<file path="config.mk">
export PLATFORM = sky130hd
export DESIGN_NAME = phonetic_word_decoder
export DESIGN_NICKNAME = d
export VERILOG_FILES = /design/src/hdl/phw_pkg.sv /design/src/hdl/phonetic_word_decoder.sv /design/src/hdl/phw_step.sv
export SDC_FILE = /design/constraint.sdc
export NUM_CORES = 1
export LEC_CHECK = 0
export ABC_AREA = 1
export BUFFER_PORTS_ARGS = -buffer_cell sky130_fd_sc_hd__buf_2
export CORE_UTILIZATION = 45
export DETAILED_ROUTE_END_ITERATION = 8
export GPL_ROUTABILITY_DRIVEN = 0
export PLACE_DENSITY = 0.6
export REMOVE_ABC_BUFFERS = 1
export SLEW_MARGIN = 20
export SYNTH_ARGS = -nofsm -noshare
export SYNTH_HDL_FRONTEND = slang
export SYNTH_SLANG_ARGS = --single-unit
</file>
<file path="constraint.sdc">
create_clock -name clk -period 5.9 [get_ports clk]
set_clock_uncertainty 0.05 [all_clocks]
set_input_delay 0.885 -clock clk [delete_from_list [all_inputs] [get_ports clk]]
set_output_delay 0.885 -clock clk [all_outputs]
set_load 0.01 [all_outputs]
</file>
<file path="src/hdl/phw_pkg.sv">
package phw_pkg;

  localparam int NATO_COUNT  = 26;
  localparam int NATO_MAXLEN = 8;

  // Spelling words, right-justified: the first letter sits in the highest used byte
  localparam logic [63:0] NATO_WORDS [NATO_COUNT] = '{
    64'("alfa"), 64'("bravo"), 64'("charlie"), 64'("delta"), 64'("echo"),
    64'("foxtrot"), 64'("golf"), 64'("hotel"), 64'("india"), 64'("juliett"),
    64'("kilo"), 64'("lima"), 64'("mike"), 64'("november"), 64'("oscar"),
    64'("papa"), 64'("quebec"), 64'("romeo"), 64'("sierra"), 64'("tango"),
    64'("uniform"), 64'("victor"), 64'("whiskey"), 64'("xray"), 64'("yankee"),
    64'("zulu")
  };

  localparam logic [3:0] NATO_LEN [NATO_COUNT] = '{
    4'd4, 4'd5, 4'd7, 4'd5, 4'd4, 4'd7, 4'd4, 4'd5, 4'd5, 4'd7,
    4'd4, 4'd4, 4'd4, 4'd8, 4'd5, 4'd4, 4'd6, 4'd5, 4'd6, 4'd5,
    4'd7, 4'd6, 4'd7, 4'd4, 4'd6, 4'd4
  };

  localparam logic [7:0] CASE_BIT    = 8'h20;
  localparam logic [6:0] UPPER_A     = 7'h41;
  localparam logic [NATO_COUNT-1:0] ALL_WORDS = '1;

  // Match tracking state carried between bytes
  typedef struct packed {
    logic [NATO_COUNT-1:0] alive;
    logic [NATO_COUNT-1:0] hit;
    logic                  stopped;
  } phw_masks_t;

  // One result from the per-byte step
  typedef struct packed {
    logic       fire;
    logic [6:0] letter;
    logic       matched;
    logic       overflow;
  } phw_result_t;

  // Lower-case character at position p of word w, 0 past the end
  function automatic logic [7:0] nato_char(input int w, input logic [2:0] p);
    logic [3:0] len;
    logic [2:0] idx;
    len = NATO_LEN[w];
    idx = 3'(len - 4'd1 - {1'b0, p});
    if ({1'b0, p} >= len) begin
      return 8'h00;
    end
    return NATO_WORDS[w][{idx, 3'b000} +: 8];
  endfunction

endpackage

</file>
<file path="src/hdl/phonetic_word_decoder.sv">
// Phonetic word decoder: reads a text stream one byte per item on the input
// channel (in_valid/in_ready, in_byte) and reports each finished word on the
// output channel (out_valid/out_ready, letter, matched, overflow).
// Letters build a word; any other byte ends a non-empty word, which yields one
// item: the upper-case initial of the spelling word it begins with, or 0.
// A word reaching MAX_WORD letters yields an overflow item, after which all
// input is taken and dropped until reset.
// Timing: a byte is registered in the input register on acceptance, and its
// result moves to the output register once that register is free.
// Throughput: one byte per cycle unless the receiver stalls; the mask update
// and priority pick fit in the single stage between the input and output registers.
// Reset (rst, synchronous) empties both registers and starts a fresh word.
// When the receiver stalls, the output register holds its item, the input
// register still takes one more byte if it is empty, then in_ready drops until out_ready.
module phonetic_word_decoder #(
  parameter int MAX_WORD = 64
) (
  input  logic       clk,
  input  logic       rst,
  input  logic       in_valid,
  output logic       in_ready,
  input  logic [7:0] in_byte,
  output logic       out_valid,
  input  logic       out_ready,
  output logic [6:0] letter,
  output logic       matched,
  output logic       overflow
);
  import phw_pkg::*;

  localparam int CNT_W = $clog2(MAX_WORD + 1);

  logic             s1_valid;
  logic [7:0]       s1_byte;
  logic [CNT_W-1:0] count;
  logic [CNT_W-1:0] count_next;
  phw_masks_t       masks;
  phw_masks_t       masks_next;
  phw_result_t      result;
  logic             res_free;
  logic             s1_fire;

  assign res_free = !out_valid || out_ready;
  assign s1_fire  = s1_valid && res_free;
  assign in_ready = !s1_valid || res_free;

  phw_step #(
    .MAX_WORD (MAX_WORD),
    .CNT_W    (CNT_W)
  ) u_step (
    .in_byte    (s1_byte),
    .count      (count),
    .masks      (masks),
    .count_next (count_next),
    .masks_next (masks_next),
    .result     (result)
  );

  // Input register
  always_ff @(posedge clk) begin
    if (rst) begin
      s1_valid <= 1'b0;
    end else if (in_ready) begin
      s1_valid <= in_valid;
    end
  end

  always_ff @(posedge clk) begin
    if (in_valid && in_ready) begin
      s1_byte <= in_byte;
    end
  end

  // Word tracking state
  always_ff @(posedge clk) begin
    if (rst) begin
      count <= '0;
      masks <= '{alive: ALL_WORDS, hit: '0, stopped: 1'b0};
    end else if (s1_fire) begin
      count <= count_next;
      masks <= masks_next;
    end
  end

  // Output register
  always_ff @(posedge clk) begin
    if (rst) begin
      out_valid <= 1'b0;
    end else if (s1_fire) begin
      out_valid <= result.fire;
    end else if (out_ready) begin
      out_valid <= 1'b0;
    end
  end

  always_ff @(posedge clk) begin
    if (s1_fire && result.fire) begin
      letter   <= result.letter;
      matched  <= result.matched;
      overflow <= result.overflow;
    end
  end

`ifndef SYNTHESIS
  // An overflow item carries no match
  a_ovf_clean: assert property (@(posedge clk) disable iff (rst)
    out_valid && overflow |-> !matched && letter == 7'd0)
    else $error("overflow item carries a match");

  // Match flag agrees with the initial
  a_match_letter: assert property (@(posedge clk) disable iff (rst)
    out_valid |-> matched == (letter != 7'd0))
    else $error("matched flag and letter disagree");

  // Nothing follows a delivered overflow
  a_stop_quiet: assert property (@(posedge clk) disable iff (rst)
    out_valid && out_ready && overflow |=> !out_valid)
    else $error("item after overflow");

  // A word only counts as hit while it is still alive
  a_hit_alive: assert property (@(posedge clk) disable iff (rst)
    (masks.hit & ~masks.alive) == '0)
    else $error("hit word not alive");
`endif

endmodule

</file>
<file path="src/hdl/phw_step.sv">
module phw_step #(
  parameter int MAX_WORD = 64,
  parameter int CNT_W    = $clog2(MAX_WORD + 1)
) (
  input  logic [7:0]         in_byte,
  input  logic [CNT_W-1:0]   count,
  input  phw_pkg::phw_masks_t  masks,
  output logic [CNT_W-1:0]   count_next,
  output phw_pkg::phw_masks_t  masks_next,
  output phw_pkg::phw_result_t result
);
  import phw_pkg::*;

  localparam logic [CNT_W-1:0] LAST_POS = CNT_W'(MAX_WORD - 1);

  logic       is_letter;
  logic [7:0] low;
  logic       pos_ok;
  logic [2:0] pos;
  logic [3:0] pos_len;
  logic [6:0] first_letter;
  logic       any_hit;

  assign is_letter = (in_byte >= 8'h41 && in_byte <= 8'h5A) ||
                     (in_byte >= 8'h61 && in_byte <= 8'h7A);
  assign low       = in_byte | CASE_BIT;
  assign pos_ok    = count < CNT_W'(NATO_MAXLEN);
  assign pos       = count[2:0];
  assign pos_len   = {1'b0, pos} + 4'd1;

  // Lowest hit word gives the initial
  always_comb begin
    first_letter = '0;
    any_hit      = 1'b0;
    for (int w = NATO_COUNT - 1; w >= 0; w--) begin
      if (masks.hit[w]) begin
        first_letter = UPPER_A + 7'(w);
        any_hit      = 1'b1;
      end
    end
  end

  // Per-byte update
  always_comb begin
    count_next = count;
    masks_next = masks;
    result     = '0;
    if (!masks.stopped) begin
      if (is_letter) begin
        for (int w = 0; w < NATO_COUNT; w++) begin
          if (masks.alive[w] && !masks.hit[w]) begin
            if (pos_ok && nato_char(w, pos) == low) begin
              if (pos_len == NATO_LEN[w]) begin
                masks_next.hit[w] = 1'b1;
              end
            end else begin
              masks_next.alive[w] = 1'b0;
            end
          end
        end
        count_next = count + CNT_W'(1);
        if (count == LAST_POS) begin
          masks_next.stopped = 1'b1;
          result.fire        = 1'b1;
          result.overflow    = 1'b1;
        end
      end else if (count != '0) begin
        result.fire    = 1'b1;
        result.letter  = first_letter;
        result.matched = any_hit;
        count_next     = '0;
        masks_next.alive = ALL_WORDS;
        masks_next.hit   = '0;
      end
    end
  end

endmodule
</file>
After elaboration in Yosys (flattened, before gate mapping) --
Cells that the tools add are included.
Cells by class: add/subtract/negate cells 7, order comparisons 9, eq/ne operators 115, shift operators 26, muxes and demuxes 357, bitwise logic cells 2, reduce and logical (&&, ||, !) cells 150
Operators by type and width (count):
- $shiftx 64x7->8 const A | 26
- $mux 8 | 105
- $mux 1 | 220
- $eq 8x8->1 | 26
- $mux 7 | 28
- $ne 2x2->1 const B | 83
- $reduce_and 6->1 | 26
- $reduce_and 5->1 | 26
- $mux 52 | 2
- $logic_and 1x1->1 | 57
- $logic_not 1->1 | 28
- $reduce_or 28->1 | 1
- $reduce_or 18->1 | 1
- $eq 4x3->1 const B | 4
- $ge 8x7->1 const B | 2
- $le 8x7->1 const B | 2
- $ge 3x3->1 const B | 4
- $sub 3x3->3 const A | 4
- $mux 10 | 1
- $reduce_or 10->1 | 1
- $mux 9 | 1
- $add 7x1->7 const B | 1
- $eq 7x6->1 const B | 1
- $lt 7x4->1 const B | 1
- 11 further kinds | 15
Word-level totals: register bits after elaboration 79, logic and storage cells 731

Depth between registers and ports, before layout --
Gate-level depths: netlist of the first run.
word-level depth 30, depth in mapped cells 25

Hierarchy --
A second synthesis of the first run with hierarchy kept.
Second synthesis, totals: cells, all modules 1086, area, all modules 7019.2 sq um
Modules (own cells, without submodules):
- phw_step | instances 1, cells an instance 715, area an instance 3841.2 sq um
- phonetic_word_decoder | instances 1, cells an instance 371, area an instance 3178.0 sq um

Least setup slack after synthesis of the first run --
OpenSTA, ideal clock, no wires.
kind register to register, from register count[0], to register, netlist name masks[44], arrival 2881 ps, data required time 5791 ps, slack 2910 ps, stages on the path, launching flop included 18, period minus slack after synthesis 2990 ps, path through dfxtp_1 buf_2 inv_2 buf_2 ha_1 inv_1 ha_1 inv_1 nand2_4 nor2_1 inv_1 nand2_1 inv_1 a2111oi_2 o2111ai_1 o211ai_1 nand2_1 nand2_1
On the way: cells in the longest elaborated chain, start to end 13
Ends and longest elaborated chain:
- from (decl) | line phonetic_word_decoder.sv:35 | logic [CNT_W-1:0] count;
- from (signal assigned) | line phonetic_word_decoder.sv:80 | count <= count_next;
- branches (longest 12 deep; another with $sub 3x3->3)
- $reduce_and 5->1 (no source line) *
Every way passes the cells marked *. The select of a mux whose other input is x is not followed. A chain may end at the register's enable or synchronous reset.

Final worst setup path of the first run --
from register s1_byte[1], to register count[2]
On the way: cells in the longest elaborated chain, start to end 5
Ends and longest elaborated chain:
- from (decl) | line phonetic_word_decoder.sv:34 | logic [7:0] s1_byte;
- from (signal assigned) | line phonetic_word_decoder.sv:70 | s1_byte <= in_byte;
- $ge 8x7->1, or another cell as far along | line phw_step.sv:24 | assign is_letter = (in_byte >= 8'h41 && in_byte <= 8'h5A) ||
- $logic_and 1x1->1, on equally long branches | line phw_step.sv:24, phw_step.sv:25
- $logic_or 1x1->1 * | line phw_step.sv:24
- $reduce_bool 2->1 (no source line)
- $reduce_and 3->1 (no source line)
Mark *: on every way between the ends. The rest lies on a longest branch, timed or not.

==> results of run 1 <==
-- how the worst min path moves through the flow --
stage	endpoint	slack (ns)	cells after the start
after floorplan	masks[33]	0.37	2
after global placement	masks[33]	0.38	2
after detailed placement	masks[39]	0.39	2
after CTS	masks[39]	0.40	2
after global routing	masks[47]	0.43	2
final	masks[39]	0.40	2
-- per-stage QoR --
stage | std cells | setup slack [ns] | power (mW) | cell area [um^2]
after detailed placement | 1016 | 1.92 | 1.12 | 5990
after global routing | 1032 | 1.61 | 1.76 | 6280
after floorplan | 821 | 2.89 | 0.993 | 5650
after global placement | 1016 | 2.03 | 1.12 | 5990
after CTS | 1032 | 1.89 | 1.67 | 6280
final | 1032 | 1.84 | 1.68 | 6280
-- per-layer routing --
layer	routed length, um	vias up	global-route usage [%]
met5	0	-	0
met2	7860	291	43.0
met1	8100	2666	38.6
li1	-	2844	-
met4	805	0	12.6
met3	1550	46	5.54
-- worst min-delay path, delay by kind of cell (launching register included) --
family           cells  cell delay, ns
DFF                  1            0.31
and+or+nand+nor      2            0.10
-- final cells by class --
cell class | instances | area [um^2]
Timing Repair Buffer | 23 | 120
Clock buffer | 10 | 229
Inverter | 100 | 375
Clock inverter | 6 | 63.8
Sequential cell | 77 | 1690
Fill cell | 1288 | 6390
Multi-Input combinational cell | 644 | 3590
Tap cell | 172 | 215
-- power by group --
group	switching [mW]	internal, mW	leakage [nW]
registers	0.0324	0.571	0.646
clock network	0.221	0.327	0.138
logic	0.357	0.172	1.98
-- sequential cells by signal (all words and copies together) (netlist names) --
name       cells
out_valid      1
s1_valid       1
overflow       1
letter         5
s1_byte        8
masks         53
matched        1
count          7
-- cell families (layout without fill, tap and decap cells) --
kind of cell    after synthesis  after routing  share of synthesized area [%]
simple gates                389            389                           29.8
compound gates              165            165                           16.7
buf+inv                     138            139                           9.79
flops                        77             77                           28.9
xor+xnor                     67             67                           10.0
fa+ha+maj                    22             22                           4.70
other cells                   1              1                         0.0641
-- cells in the mapped netlist (3+ instances only) --
library cell / instances / area share, %
a211oi_1: 5 / 0.64
a21oi_1: 68 / 5.8
a31oi_1: 14 / 1.5
buf_1: 5 / 0.32
buf_2: 14 / 1.2
buf_4: 4 / 0.51
buf_6: 3 / 0.58
clkbuf_1: 12 / 0.77
dfxtp_1: 62 / 21
edfxtp_1: 15 / 7.7
ha_1: 22 / 4.7
inv_1: 86 / 5.5
inv_2: 12 / 0.77
nand2_1: 187 / 12
nand2_2: 4 / 0.43
nand3_1: 41 / 3.5
nand4_1: 17 / 1.8
nor2_1: 82 / 5.3
nor2_4: 3 / 0.58
nor3_1: 26 / 2.2
nor4_1: 13 / 1.4
o2111ai_1: 6 / 0.90
o211ai_1: 3 / 0.38
o21ai_0: 42 / 3.6
o21ai_1: 4 / 0.34
o31ai_1: 8 / 1.0
or2_2: 3 / 0.32
xnor2_1: 4 / 0.60
xor2_1: 63 / 9.4
==> metrics.md, run 1 <==
| Metric | Value |
|---|---|
| Outcome | `finished, final reports clean` |
| Mean Syn Cell Area | `6.81 um^2` |
| CP delay by family, top | `simple AND/OR/NAND/NOR gates` |
| Worst Setup SP | `s1_byte[1]` |
| Worst stage delay on the critical path | `0.84 ns` |
| Critical path data arrival time | `4.27 ns` |
| Maximum root-to-sink buffer count | `2` |
| TritonCTS clock tree | `yes` |
| Crit path launch type | `flip-flop` |
| Vias in the first global route | `5286` |
| R2R setup slack | `1.84 ns` |
| Synth warn | `0` |
| Share of cells above drive strength 1 | `8.37%` |
| Final core occ | `49.6%` |
| # IOs | `23` |
| Fmax | `246 MHz` |
| Most frequent cells in the layout | `187 x nand2_1, 86 x inv_1, 82 x nor2_1` |
| Final nets | `889` |
| Worst Path Buf+Inv | `3` |
| Yosys reg bits | `77` |
| Area grow syn2layout | `7.36%` |
| Worst Reg-to-Reg Cells | `12` |
| Levels on crit path | `12` |
| R2R Path Start | `s1_byte[1]` |
| Clk sinks | `77` |
| Total grt overflow | `0` |
| First-pass GRT wire length | `28600 um` |
| # diodes | `0` |
| H-tree depth | `3` |
| Period utilisation layout | `68.8%` |
| Crit path cell chain | `inv_2, nand3_1, a21oi_1, a211oi_2, nand2_2, nand2_1, nor2_1, inv_2, nand2_2, inv_2, o21ai_0, a21oi_1` |
| Critical path class | `flip-flop to flip-flop` |
| Critical path endpoint | `count[2]` |
| Cell mode on critical path | `inv_2` |
| Routed vias/inst | `5.67` |
| Power per standard cell area | `267 nW/um^2` |
| First DRT Iteration DRCs | `540` |
| # resized after CTS | `0` |
| Rel. slew slack | `31.6%` |
| Commonest non-fill, non-tap cell in the layout | `nand2_1` |
| Final setup viols | `0` |
| Final Hold Fails | `0` |
| Register area share after synthesis | `28.9%` |
| All-Layer GR Usage | `28.2%` |
| Worst-path clk slew | `0.06 ns` |
| Initial antenna violation count | `0` |
| Number of synthesized flops with an enable pin | `15` |
| Mapped Area | `5850 um^2` |
| CTS root buffer | `clkbuf_16` |
| Hold-fix buffer count after cts | `0` |
| Setup_tns | `0 ns` |
| Count of pins over their slew limit | `0` |
| Worst VDD drop | `0.171 mV` |
| WL final | `18300 um` |
| Core area | `12700 um^2` |
| Insertion delay to the later sink of the worst-skew pair | `0.34 ns` |
| Number of post-CTS setup repair buffers | `0` |
| CP Data Required Time | `6.11 ns` |
| Hold_ws | `0.403 ns` |
| Async SR Flop Fraction | `0%` |
| Min-Delay Startpoint | `masks[39]` |
| Worst-margin pin slew | `1.03 ns` |
| Detailed Place HPWL | `13600 um` |
| Leak | `2.77 nW` |
| Max stage delay cell, worst path | `edfxtp_1` |
| Final worst path period need | `4.06 ns` |
| Largest net degree at the start of global routing | `33` |
| Worst min-delay path class | `flip-flop to flip-flop` |
| Die W | `116 um` |
| Via count | `5847` |
| Nature of the critical path endpoint | `flip-flop` |
| Wire per inst | `17.7 um` |
| Die height | `116 um` |
| Cells after synthesis | `859` |
| DRT Pass-1 Iters | `6` |
| I/O Buffers | `21` |
| Critical Path Fanout Max | `32` |
| Synth Flop Type | `dfxtp_1` |
| Antenna-violating nets left | `0` |
| FF-to-FF End | `count[2]` |
| DRC | `0` |
| MaxCap Viol Count | `0` |
| Die ar. | `13500 um^2` |
| Yosys cell types | `52` |
| Num rows | `41` |
| Initial Utilization | `46.2%` |
| CTS Buf Count | `9` |
| RSZ-0062 raised after global routing | `false` |
(Power assumes the default switching activity.)
==> run 2: changes to the inputs <==
Settings changed: PLACE_DENSITY 0.6 to 0.62.
Clock period 5.9 ns to 3.46 ns, I/O delays scaled along.
==> metrics.md, run 2 (same netlist as run 1, synthesis figures left out) <==
| Metric | Value |
|---|---|
| DRC | `0 (unchanged)` |
| Critical path data arrival time | `3.26 ns (-1.01 ns)` |
| TritonCTS clock tree | `yes` |
| I/O Buffers | `21 (unchanged)` |
| Filler Cell Count | `1283 (-0.39%)` |
| Internal Power | `1.88 mW (+76%)` |
| Critical Path Fanout Max | `14 (-56%)` |
| Register with the most flip-flops | `masks` |
| Worst Setup SP | `count[0]` |
| Max reg flops | `53 (unchanged)` |
| Seq pwr share | `34.8% (-1.1 points)` |
| Antenna-violating nets left | `0 (unchanged)` |
| Top flop regs | `masks (53), s1_byte (8), count (7)` |
| Crit path cell chain | `inv_2, buf_4, ha_1, nand2_1, nand2_2, nor3_2, a21oi_1, xor2_1, nor4_1, nand3_1, o21ai_1, nand2_1, nand2_1, nand2_1, nor2_1` |
| Final Hold Fails | `0 (unchanged)` |
| Via count | `6132 (+4.9%)` |
| FF-to-FF End | `masks[19]` |
| Clock share of power | `32.9% (+0.3 points)` |
| CTS root buffer | `clkbuf_16` |
| Vias in the first global route | `5741 (+8.6%)` |
| Die W | `116 um (unchanged)` |
| Num rows | `41 (unchanged)` |
| Most frequent cells in the layout | `187 x nand2_1, 86 x inv_1, 82 x nor2_1` |
| Met3 wire len | `1540 um (-0.84%)` |
| Detailed Place HPWL | `14300 um (+5.1%)` |
| CTS Buf Count | `9 (unchanged)` |
| Worst VDD drop | `0.293 mV (+71%)` |
| Number of post-CTS setup repair buffers | `0 (unchanged)` |
| # resized after CTS | `0 (unchanged)` |
| Nature of the critical path endpoint | `flip-flop` |
| Max stage delay cell, worst path | `dfxtp_2` |
| Final nets | `914 (+2.8%)` |
| Leak | `2.90 nW (+4.8%)` |
| Crit path launch type | `flip-flop` |
| DRT Pass-1 Iters | `5 (-1)` |
| Critical path class | `flip-flop to flip-flop` |
| Rel. slew slack | `50.2% (+19 points)` |
| Core area | `12700 um^2 (unchanged)` |
| Worst min-delay path class | `input port to flip-flop` |
| WL final | `19200 um (+4.7%)` |
| Largest net degree at the start of global routing | `27 (-18%)` |
| Area grow syn2layout | `10.7%` |
| Multi-input gate area | `3590 um^2 (unchanged)` |
| Max Used Layer | `met4` |
| Wire per inst | `18.2 um (+2.3%)` |
| Count of pins over their slew limit | `0 (unchanged)` |
| Hold-fix buffer count after cts | `0 (unchanged)` |
| Combinational Power Share | `32.3% (+0.8 points)` |
| P_sw | `1.05 mW (+71%)` |
| All-Layer GR Usage | `29.8% (+1.6 points)` |
| CP Data Required Time | `3.67 ns (-2.44 ns)` |
| Met2 WL | `8590 um (+9.4%)` |
| Fmax | `328 MHz (+33%)` |
| Final worst path period need | `3.04 ns (-1.02 ns)` |
| Sw frac | `35.7% (-0.67 points)` |
| Worst Reg-to-Reg Cells | `15 (+3)` |
| Setup_tns | `0 ns (unchanged)` |
| Total grt overflow | `0 (unchanged)` |
| Pre-CTS WS | `0.341 ns (-1.58 ns)` |
| R2R setup slack | `0.42 ns (-1.42 ns)` |
| Final setup viols | `0 (unchanged)` |
| # IOs | `23 (unchanged)` |
| Worst stage delay on the critical path | `0.47 ns (-0.37 ns)` |
| Share of cells above drive strength 1 | `11.0% (+2.6 points)` |
| Critical path endpoint | `masks[19]` |
| Period utilisation layout | `88.0% (+19 points)` |
| Insertion delay to the later sink of the worst-skew pair | `0.33 ns (about the same)` |
| Register area | `1690 um^2 (about the same)` |
| Commonest non-fill, non-tap cell in the layout | `nand2_1` |
| Routed vias/inst | `5.81 (+2.5%)` |
| Power per standard cell area | `452 nW/um^2 (+69%)` |
| R2R Path Start | `count[0]` |
| Clk sinks | `77 (unchanged)` |
| Cell mode on critical path | `nand2_1` |
| Die height | `116 um (unchanged)` |
| Initial Utilization | `46.2% (unchanged)` |
| Worst-margin pin slew | `0.744 ns (-0.282 ns)` |
| Maximum root-to-sink buffer count | `2 (unchanged)` |
| Initial antenna violation count | `0 (unchanged)` |
| First DRT Iteration DRCs | `613 (+14%)` |
| First-pass GRT wire length | `30100 um (+5.1%)` |
| Worst-path clk slew | `0.06 ns (about the same)` |
| RSZ-0062 raised after global routing | `false` |
| M1 WL | `7980 um (-1.5%)` |
| H-tree depth | `3 (unchanged)` |
| Outcome | `finished, final reports clean` |
| MaxCap Viol Count | `0 (unchanged)` |
| Final setup margin | `0.416 ns (-1.42 ns)` |
| # diodes | `0 (unchanged)` |
| Die ar. | `13500 um^2 (unchanged)` |
[run 2: cell types whose count changed in the layout (fill, tap and decap cells not counted), sizes merged]
cell	change
buf	+25
clkbuf	+2
clkinv	-2
clkinvlp	-2
inv	+1
[run 2: worst max-delay path, delay by kind of cell (launching register included)]
kind            cells  cell delay, ns
simple gates        9            1.27
flops               1            0.47
fa+ha+maj           1            0.35
compound gates      2            0.33
buf+inv             2            0.32
xor+xnor            1            0.18
[run 2: cell type report]
class | count | area share [%]
inverter | 100 | 5.79
tap | 172 | 3.32
clock inverter | 3 | 0.695
sequential | 77 | 26.1
timing repair buffer | 48 | 4.75
multi-input combinational | 644 | 55.4
clock buffer | 12 | 3.96
[run 2: worst min-delay path by stage]
stage | endpoint | from | slack (ns) | cells past startpoint
3_5_place_dp | masks[33] | masks[33] | 0.39 | 2
4_1_cts | s1_valid | rst | 0.30 | 2
3_3_place_gp | masks[42] | masks[42] | 0.38 | 2
5_1_grt | s1_byte[5] | in_byte[5] | 0.30 | 1
6_report | s1_valid | rst | 0.30 | 2
2_1_floorplan | masks[33] | masks[33] | 0.37 | 2
[run 2: power groups by stage]
stage               combinational (mW)  sequential (mW)  clock [mW]
floorplan                        0.655             1.04           0
global placement                 0.906             1.04           0
detailed placement               0.915             1.04           0
CTS                              0.919             1.02       0.978
global route                      1.04             1.03        1.02
finish                           0.945             1.02       0.964
[run 2: per-layer routing]
layer  vias to the layer above  track usage (%)
met1                      2826             37.1
met5                         -                0
met2                       326             46.7
met4                         0             19.2
met3                        90             6.54
li1                       2890                -
[run 2: metrics by stage]
| stage | hold slack [ns] | utilization, % | cells | cell area (um^2) | power (mW) |
|---|---|---|---|---|---|
| after floorplan | 0.369 | - | 821 | 5650 | 1.69 |
| after global routing | 0.295 | 51.1 | 1056 | 6480 | 3.08 |
| after CTS | 0.295 | 51.1 | 1056 | 6480 | 2.92 |
| final | 0.302 | 51.1 | 1056 | 6480 | 2.93 |
| after global placement | 0.381 | 48.8 | 1041 | 6180 | 1.94 |
| after detailed placement | 0.386 | 48.8 | 1041 | 6180 | 1.95 |
